$ cat src/pls_pkg.sv
// Shared field widths, operation codes and status codes for the positional list store.
package pls_pkg;

   localparam int FUNC_W   = 3;
   localparam int POS_W    = 7;
   localparam int NUM_W    = 7;
   localparam int VALUE_W  = 32;
   localparam int STATUS_W = 2;
   localparam int READ_W   = 32;
   localparam int COUNT_W  = 7;

   localparam logic [FUNC_W-1:0] FN_READ       = 3'd0;
   localparam logic [FUNC_W-1:0] FN_INSERT     = 3'd1;
   localparam logic [FUNC_W-1:0] FN_ERASE      = 3'd2;
   localparam logic [FUNC_W-1:0] FN_PUSH_BACK  = 3'd3;
   localparam logic [FUNC_W-1:0] FN_PUSH_FRONT = 3'd4;
   localparam logic [FUNC_W-1:0] FN_POP_BACK   = 3'd5;
   localparam logic [FUNC_W-1:0] FN_POP_FRONT  = 3'd6;

   typedef enum logic [STATUS_W-1:0] {
      ST_OK     = 2'd0,
      ST_BADPOS = 2'd1,
      ST_FULL   = 2'd2,
      ST_EMPTY  = 2'd3
   } status_type;

endpackage

$ cat src/positional_list_store.sv
// Positional list store: ordered element list in one memory with read, insert, erase, push and pop.
//
// Usage: drive req_func, req_pos, req_num and req_value with start high; the request is
// taken at a clock edge where start is high and busy is low. Exactly one response per
// request appears on rsp_status, rsp_read_value and rsp_count for one cycle, marked by
// rsp_valid. The receiver cannot stall it, so it must take every response as it comes.
// Steps from the accepting edge to the response cycle:
//   read that hits                     : memory read, then response register
//   insert or push moving k elements   : shift, drain, fill, response (k = count - position)
//   erase or pop front moving k        : shift, drain, response (k = count - position - num)
//   rejected requests, pop back, erase or pop front with nothing to move: response register
// Element moves go through the single memory read port, one element per cycle; an insert
// or push with nothing to move goes straight to fill. busy stays high from the accepting
// edge until the response cycle; a new request may be taken in the response cycle itself.
// Reset clears the element count, the sequencer and the response strobe; memory contents
// are left as they are and are never read before being written.
module positional_list_store #(
   parameter int CAPACITY   = 64,
   parameter int ELEM_WIDTH = 32
) (
   input  logic                          clock,
   input  logic                          reset,
   input  logic                          start,
   output logic                          busy,
   input  logic [pls_pkg::FUNC_W-1:0]    req_func,
   input  logic [pls_pkg::POS_W-1:0]     req_pos,
   input  logic [pls_pkg::NUM_W-1:0]     req_num,
   input  logic [pls_pkg::VALUE_W-1:0]   req_value,
   output logic                          rsp_valid,
   output logic [pls_pkg::STATUS_W-1:0]  rsp_status,
   output logic [pls_pkg::READ_W-1:0]    rsp_read_value,
   output logic [pls_pkg::COUNT_W-1:0]   rsp_count
);

   localparam int AW = (CAPACITY > 1) ? $clog2(CAPACITY) : 1;
   localparam int CW = $clog2(CAPACITY + 1);
   localparam int SW = (CW > 8) ? CW : 8;

   typedef enum logic [2:0] {
      IDLE,
      RD_WAIT,
      SHIFT,
      DRAIN,
      FILL
   } state_type;

   state_type               state_ff, state_in;
   logic [CW-1:0]           count_ff, count_in;
   logic [AW-1:0]           cur_ff, cur_in;
   logic [AW-1:0]           end_ff, end_in;
   logic                    up_ff, up_in;
   logic [AW-1:0]           dist_ff, dist_in;
   logic [AW-1:0]           pos_ff, pos_in;
   logic [ELEM_WIDTH-1:0]   val_ff, val_in;
   logic                    pend_ff, pend_in;
   logic [AW-1:0]           wr_ff, wr_in;
   logic                    rsp_valid_ff, rsp_valid_in;
   pls_pkg::status_type     rsp_status_ff, rsp_status_in;
   logic [pls_pkg::READ_W-1:0] rsp_read_value_ff, rsp_read_value_in;

   logic [ELEM_WIDTH-1:0]   mem [CAPACITY];
   logic [ELEM_WIDTH-1:0]   rdata_ff;
   logic [AW-1:0]           rd_addr;
   logic                    mem_we;
   logic [AW-1:0]           mem_wa;
   logic [ELEM_WIDTH-1:0]   mem_wd;

   logic [SW-1:0]           c_w;
   logic [SW-1:0]           p_w;
   logic [SW-1:0]           n_w;
   logic [SW-1:0]           ins_w;
   logic [SW-1:0]           ep_w;
   logic [SW-1:0]           en_w;
   logic [SW-1:0]           eend_w;
   logic                    full;
   logic                    empty;

   assign c_w    = SW'(count_ff);
   assign p_w    = SW'(req_pos);
   assign n_w    = SW'(req_num);
   assign full   = (count_ff == CW'(CAPACITY));
   assign empty  = (count_ff == '0);
   assign ins_w  = (req_func == pls_pkg::FN_INSERT)    ? p_w :
                   (req_func == pls_pkg::FN_PUSH_BACK) ? c_w : '0;
   assign ep_w   = (req_func == pls_pkg::FN_ERASE) ? p_w : '0;
   assign en_w   = (req_func == pls_pkg::FN_ERASE) ? n_w : SW'(1);
   assign eend_w = ep_w + en_w;

   always_comb begin
      state_in          = state_ff;
      count_in          = count_ff;
      cur_in            = cur_ff;
      end_in            = end_ff;
      up_in             = up_ff;
      dist_in           = dist_ff;
      pos_in            = pos_ff;
      val_in            = val_ff;
      pend_in           = 1'b0;
      wr_in             = wr_ff;
      rsp_valid_in      = 1'b0;
      rsp_status_in     = rsp_status_ff;
      rsp_read_value_in = rsp_read_value_ff;
      rd_addr           = cur_ff;
      unique case (state_ff)
         IDLE: begin
            rd_addr = AW'(req_pos);
            if (start) begin
               rsp_status_in     = pls_pkg::ST_OK;
               rsp_read_value_in = '0;
               unique case (req_func)
                  pls_pkg::FN_READ: begin
                     if (p_w < c_w) begin
                        state_in = RD_WAIT;
                     end else begin
                        rsp_valid_in  = 1'b1;
                        rsp_status_in = pls_pkg::ST_BADPOS;
                     end
                  end
                  pls_pkg::FN_INSERT, pls_pkg::FN_PUSH_BACK, pls_pkg::FN_PUSH_FRONT: begin
                     if (req_func == pls_pkg::FN_INSERT && p_w > c_w) begin
                        rsp_valid_in  = 1'b1;
                        rsp_status_in = pls_pkg::ST_BADPOS;
                     end else if (full) begin
                        rsp_valid_in  = 1'b1;
                        rsp_status_in = pls_pkg::ST_FULL;
                     end else begin
                        count_in = count_ff + CW'(1);
                        pos_in   = AW'(ins_w);
                        val_in   = ELEM_WIDTH'(req_value);
                        if (c_w > ins_w) begin
                           cur_in   = AW'(c_w - SW'(1));
                           end_in   = AW'(ins_w);
                           up_in    = 1'b1;
                           state_in = SHIFT;
                        end else begin
                           state_in = FILL;
                        end
                     end
                  end
                  pls_pkg::FN_ERASE, pls_pkg::FN_POP_FRONT: begin
                     if (req_func == pls_pkg::FN_POP_FRONT && empty) begin
                        rsp_valid_in  = 1'b1;
                        rsp_status_in = pls_pkg::ST_EMPTY;
                     end else if (eend_w > c_w) begin
                        rsp_valid_in  = 1'b1;
                        rsp_status_in = pls_pkg::ST_BADPOS;
                     end else begin
                        count_in = CW'(c_w - en_w);
                        if (en_w != '0 && eend_w < c_w) begin
                           cur_in   = AW'(eend_w);
                           end_in   = AW'(c_w - SW'(1));
                           up_in    = 1'b0;
                           dist_in  = AW'(en_w);
                           state_in = SHIFT;
                        end else begin
                           rsp_valid_in = 1'b1;
                        end
                     end
                  end
                  pls_pkg::FN_POP_BACK: begin
                     rsp_valid_in = 1'b1;
                     if (empty) begin
                        rsp_status_in = pls_pkg::ST_EMPTY;
                     end else begin
                        count_in = count_ff - CW'(1);
                     end
                  end
                  default: begin
                     rsp_valid_in = 1'b1;
                  end
               endcase
            end
         end
         RD_WAIT: begin
            rsp_valid_in      = 1'b1;
            rsp_read_value_in = pls_pkg::READ_W'(rdata_ff);
            state_in          = IDLE;
         end
         SHIFT: begin
            pend_in = 1'b1;
            wr_in   = up_ff ? (cur_ff + AW'(1)) : (cur_ff - dist_ff);
            if (cur_ff == end_ff) begin
               state_in = DRAIN;
            end else begin
               cur_in = up_ff ? (cur_ff - AW'(1)) : (cur_ff + AW'(1));
            end
         end
         DRAIN: begin
            if (up_ff) begin
               state_in = FILL;
            end else begin
               rsp_valid_in = 1'b1;
               state_in     = IDLE;
            end
         end
         FILL: begin
            rsp_valid_in = 1'b1;
            state_in     = IDLE;
         end
         default: begin
            state_in = IDLE;
         end
      endcase
   end

   always_ff @(posedge clock) begin
      if (reset) begin
         state_ff     <= IDLE;
         count_ff     <= '0;
         pend_ff      <= 1'b0;
         rsp_valid_ff <= 1'b0;
      end else begin
         state_ff     <= state_in;
         count_ff     <= count_in;
         pend_ff      <= pend_in;
         rsp_valid_ff <= rsp_valid_in;
      end
      cur_ff            <= cur_in;
      end_ff            <= end_in;
      up_ff             <= up_in;
      dist_ff           <= dist_in;
      pos_ff            <= pos_in;
      val_ff            <= val_in;
      wr_ff             <= wr_in;
      rsp_status_ff     <= rsp_status_in;
      rsp_read_value_ff <= rsp_read_value_in;
   end

   assign mem_we = pend_ff || (state_ff == FILL);
   assign mem_wa = pend_ff ? wr_ff : pos_ff;
   assign mem_wd = pend_ff ? rdata_ff : val_ff;

   always_ff @(posedge clock) begin
      if (mem_we) begin
         mem[mem_wa] <= mem_wd;
      end
      rdata_ff <= mem[rd_addr];
   end

   assign busy           = (state_ff != IDLE);
   assign rsp_valid      = rsp_valid_ff;
   assign rsp_status     = rsp_status_ff;
   assign rsp_read_value = rsp_read_value_ff;
   assign rsp_count      = pls_pkg::COUNT_W'(count_ff);

`ifndef SYNTHESIS
   a_count_bound: assert property (@(posedge clock) disable iff (reset)
      count_ff <= CW'(CAPACITY))
      else $error("element count above capacity");

   a_rsp_when_idle: assert property (@(posedge clock) disable iff (reset)
      rsp_valid_ff |-> (state_ff == IDLE))
      else $error("response issued while still busy");

   a_fill_no_pend: assert property (@(posedge clock) disable iff (reset)
      (state_ff == FILL) |-> !pend_ff)
      else $error("fill write collides with pending shift write");

   a_read_latency: assert property (@(posedge clock) disable iff (reset)
      (state_ff == RD_WAIT) |=> (rsp_valid_ff && rsp_status_ff == pls_pkg::ST_OK))
      else $error("read response missing");
`endif

endmodule
$ cat config.mk
export PLATFORM = sky130hd
export DESIGN_NAME = positional_list_store
export DESIGN_NICKNAME = d
export VERILOG_FILES = /design/src/pls_pkg.sv /design/src/positional_list_store.sv
export SDC_FILE = /design/constraint.sdc
export NUM_CORES = 2
export LEC_CHECK = 0
export BUFFER_PORTS_ARGS = -buffer_cell sky130_fd_sc_hd__clkbuf_2
export CORE_AREA = 5 5 528 530
export DETAILED_ROUTE_END_ITERATION = 8
export DIE_AREA = 0 0 533 535
export HOLD_SLACK_MARGIN = 0.08
export PLACE_DENSITY_LB_ADDON = 0.2
export SETUP_SLACK_MARGIN = 0.05
export SYNTH_ARGS = -nofsm -noshare
export SYNTH_HDL_FRONTEND = slang
export SYNTH_SLANG_ARGS = --single-unit
$ cat constraint.sdc
create_clock -name clock -period 7.4 [get_ports clock]
set_input_delay 2.22 -clock clock [delete_from_list [all_inputs] [get_ports clock]]
set_output_delay 2.22 -clock clock [all_outputs]
set_load 0.01 [all_outputs]
==> results.toml <==
[global_route]
grtUsageTotal_pct = 21.5
grt_max_degree = 81
grt.overflow.total = 0
first_global_vias = 52100
antenna_found_initial = 23
grt_pass1_wl_mm = 435

[setup_path]
crit_type = "in -> reg"
worstPathCellList = "clkbuf_2 > nor2b_1 > clkinv_1 > nor3_1 > ha_1 > ha_1 > inv_1 > a2111oi_0 > o21ai_0 > nand2b_1 > a21o_1 > a21oi_1 > xnor2_1 > ha_1 > a21oi_1 > o21ai_0 > a311oi_1 > nand2_1 > a32o_1 > nor4_1 > buf_4"
crit_path_max_fanout = 10
cpPeakStageDelay_ns = 0.47
crit_top_cell = "ha_1"
endpoint_kind = "register"
required_ns = 7.94
cp.arrival_ns = 6.47
worst_setup_path_start_kind = "input pin"
crit_slowest_cell = "nor2b_1"

[yosys]
synth_common_cells = "edfxtp_1, nand2_1, a21oi_1"
postSynthCellCount = 5922
avgSynthCellArea_um2 = 14.7
synthArstFlopShare_pct = 0
synthMuxAreaShare_pct = 4.00
syn-num-nets = 6018
synthSimpleGateAreaFrac_pct = 9.90
synth_xor_area_share_pct = 0.321
synth_area_leaders = "edfxtp_1, nand2_1, mux4_2, a21oi_1, nand3_1"
synth_compound_area_share_pct = 8.04
yosysWarnings = 0
synth_fa_ha_area_share_pct = 0.649
yosys.cell_count.top_type = "edfxtp_1"
yosys.area.top_type = "edfxtp_1"
yosysSeqAreaShare_pct = 74.9
yosys_most_used_dff = "edfxtp_1"
synth_edf_count = 2145
ys_ff_latch = 2189
synth_cell_types = 77
synth_top_family_by_area = "simple AND/OR/NAND/NOR gates"
syn-cell-area_mm2 = 0.0872
synth_top_area_share_pct = 73.9

[clock_tree]
clockBufferDepth = 4
cts_sinks = 2189
cts_buffers = 231
ctsHtreeMaxLevel = 4
cts-resized-gates = 0
post-cts-setup-buffer-count = 0
ctsHoldBuffers = 0
clk_pin_slew_worst_paths_ns = 0.06
root_buffer = "clkbuf_16"
cts_tree = "done"
clkLatencyLatePin_ns = 0.91

[placement]
post-place-ws_ns = 0.752
placed_area_mm2 = 0.0933
dpl.hpwl_mm = 182
dp_cells = 9501
gp_congestion = 0.821
port_buffers = 94

[power_and_ir_drop]
powerDensity_mw_per_mm2 = 329
finalPower_mw = 33.1
ir_worst_vdd_v = 0.000194
swShare_pct = 31.3
p_seq_share_pct = 43.5
clkPwrFrac_pct = 34.6
p_sw_mw = 10.3
combPwrFrac_pct = 21.9
p_int_mw = 22.7
leakagePower_nw = 33.0

[final_layout]
multi_input_area_mm2 = 0.0206
ff_latch_area_mm2 = 0.0653
drive_above_1_share_pct = 14.5
fill_cells = 25700
instances_no_fill = 9927
area_delta_synth_final_pct = 15.5
fin_util_pct = 36.9
num-nets-final = 6241
final_area_mm2 = 0.101

[sta]
finalMaxSlewViolations = 1
rsz0062_at_grt = "no"
skew_ns = 0.0933
final-hold-violation-count = 0
finalCritPeriodShare_pct = 80.2
worst_slew_pin_slew_ns = 1.47
finalSetupViolations = 0
finalCriticalPeriod_ns = 5.93
tns_ns = 0
holdWs_ns = 0.529
fmax_ghz = 0.169
final.setup.worst_slack_ns = 1.47
max-slew-margin-rel_pct = -0.229

[drt]
detail-route-antenna-nets = 0
dr.pass1.iters = 5
vias = 55200
routed_wl_mm = 316
drc = 0
drt-initial-drc-count = 6879
routedWlPerCell_um = 31.8
via_per_inst = 5.56

[outcome]
outcome = "finished, violations left"
violations = "max-capacitance violations, max-slew violations"

[die]
fp-row-count = 192
dieWidth_um = 533
die-area_mm2 = 0.285
die_h_um = 535
start_util_pct = 31.9
core_mm2 = 0.273
pin_count = 95

[min_path]
hp-class = "reg -> reg"

[run]
drv_cap = 2
-- state kept, by name, summed over array words and instances, names as in the netlist --
register / flops
mem: 2048
rdata_ff: 32
rsp_read_value: 32
val_ff: 32
rsp_count: 7
cur_ff: 6
dist_ff: 6
end_ff: 6
pos_ff: 6
wr_ff: 6
state_ff: 3
rsp_status: 2
pend_ff: 1
rsp_valid: 1
up_ff: 1
-- worst paths after layout --
path	from	to	slack, ns	cells after the start
worst min-delay path	rdata_ff[4]	rsp_read_value[4]	0.53	1
worst max register to register	state_ff[2]	rdata_ff[28]	2.54	9
worst max-delay path	req_func[0]	end_ff[5]	1.47	21
worst min register to register	rdata_ff[4]	rsp_read_value[4]	0.53	1
-- area by class of cell --
cell class | instances | share of cell area [%]
clock buffers | 309 | 6.23
multi-input cells | 3331 | 20.5
flip-flops and latches | 2189 | 64.9
diodes | 5 | 0.0124
repair buffers | 355 | 2.74
well taps | 3589 | 4.46
inverters | 37 | 0.138
clock inverters | 112 | 1.03
-- power groups by stage --
stage | sequential [mW] | combinational, mW | clock (mW)
2_1_floorplan | 14.4 | 4.25 | 0
3_3_place_gp | 14.7 | 7.14 | 0
3_5_place_dp | 14.7 | 7.19 | 0
4_1_cts | 14.4 | 7.21 | 11.6
5_1_grt | 14.4 | 7.70 | 12.1
6_report | 14.4 | 7.24 | 11.5
-- cells in the final DEF (no fill, tap or decap), types with 28 or more instances in the layout --
cell type,instances
a211oi_1,100
o2111ai_1,28
mux4_2,99
clkbuf_16,232
a32oi_1,84
nand4_1,74
a221oi_1,31
nand3_1,320
o21ai_0,71
a21oi_1,422
clkinv_2,31
and3_1,79
a31oi_1,77
nand2_1,1211
clkinv_1,51
mux2i_1,74
edfxtp_1,2145
clkbuf_1,59
nor2_1,48
nor2_4,71
and2_1,48
a22oi_1,151
clkbuf_2,94
dfxtp_1,43
mux2_2,42
buf_4,235
ha_1,42
inv_1,35
-- layer usage --
layer,global-route usage (%),vias to the layer above,routed length [um]
met5,0,-,55
met4,6.26,8,10100
met3,3.18,487,24600
met2,34.9,2510,149000
met1,30.0,29000,133000
li1,-,23200,-
-- cell families after synthesis --
group           count (synthesis)
compound gates               1071
xor+xnor                       32
fa+ha+maj                      44
buf+inv                       402
flops                        2189
mux                           219
simple gates                 1965
-- worst max-delay path, delay by kind of cell --
kind | cells | cell delay [ns]
simple gates | 5 | 1.24
fa+ha+maj | 3 | 0.70
buf+inv | 4 | 0.60
xor+xnor | 1 | 0.16
compound gates | 8 | 1.53
(Power assumes the default switching activity.)
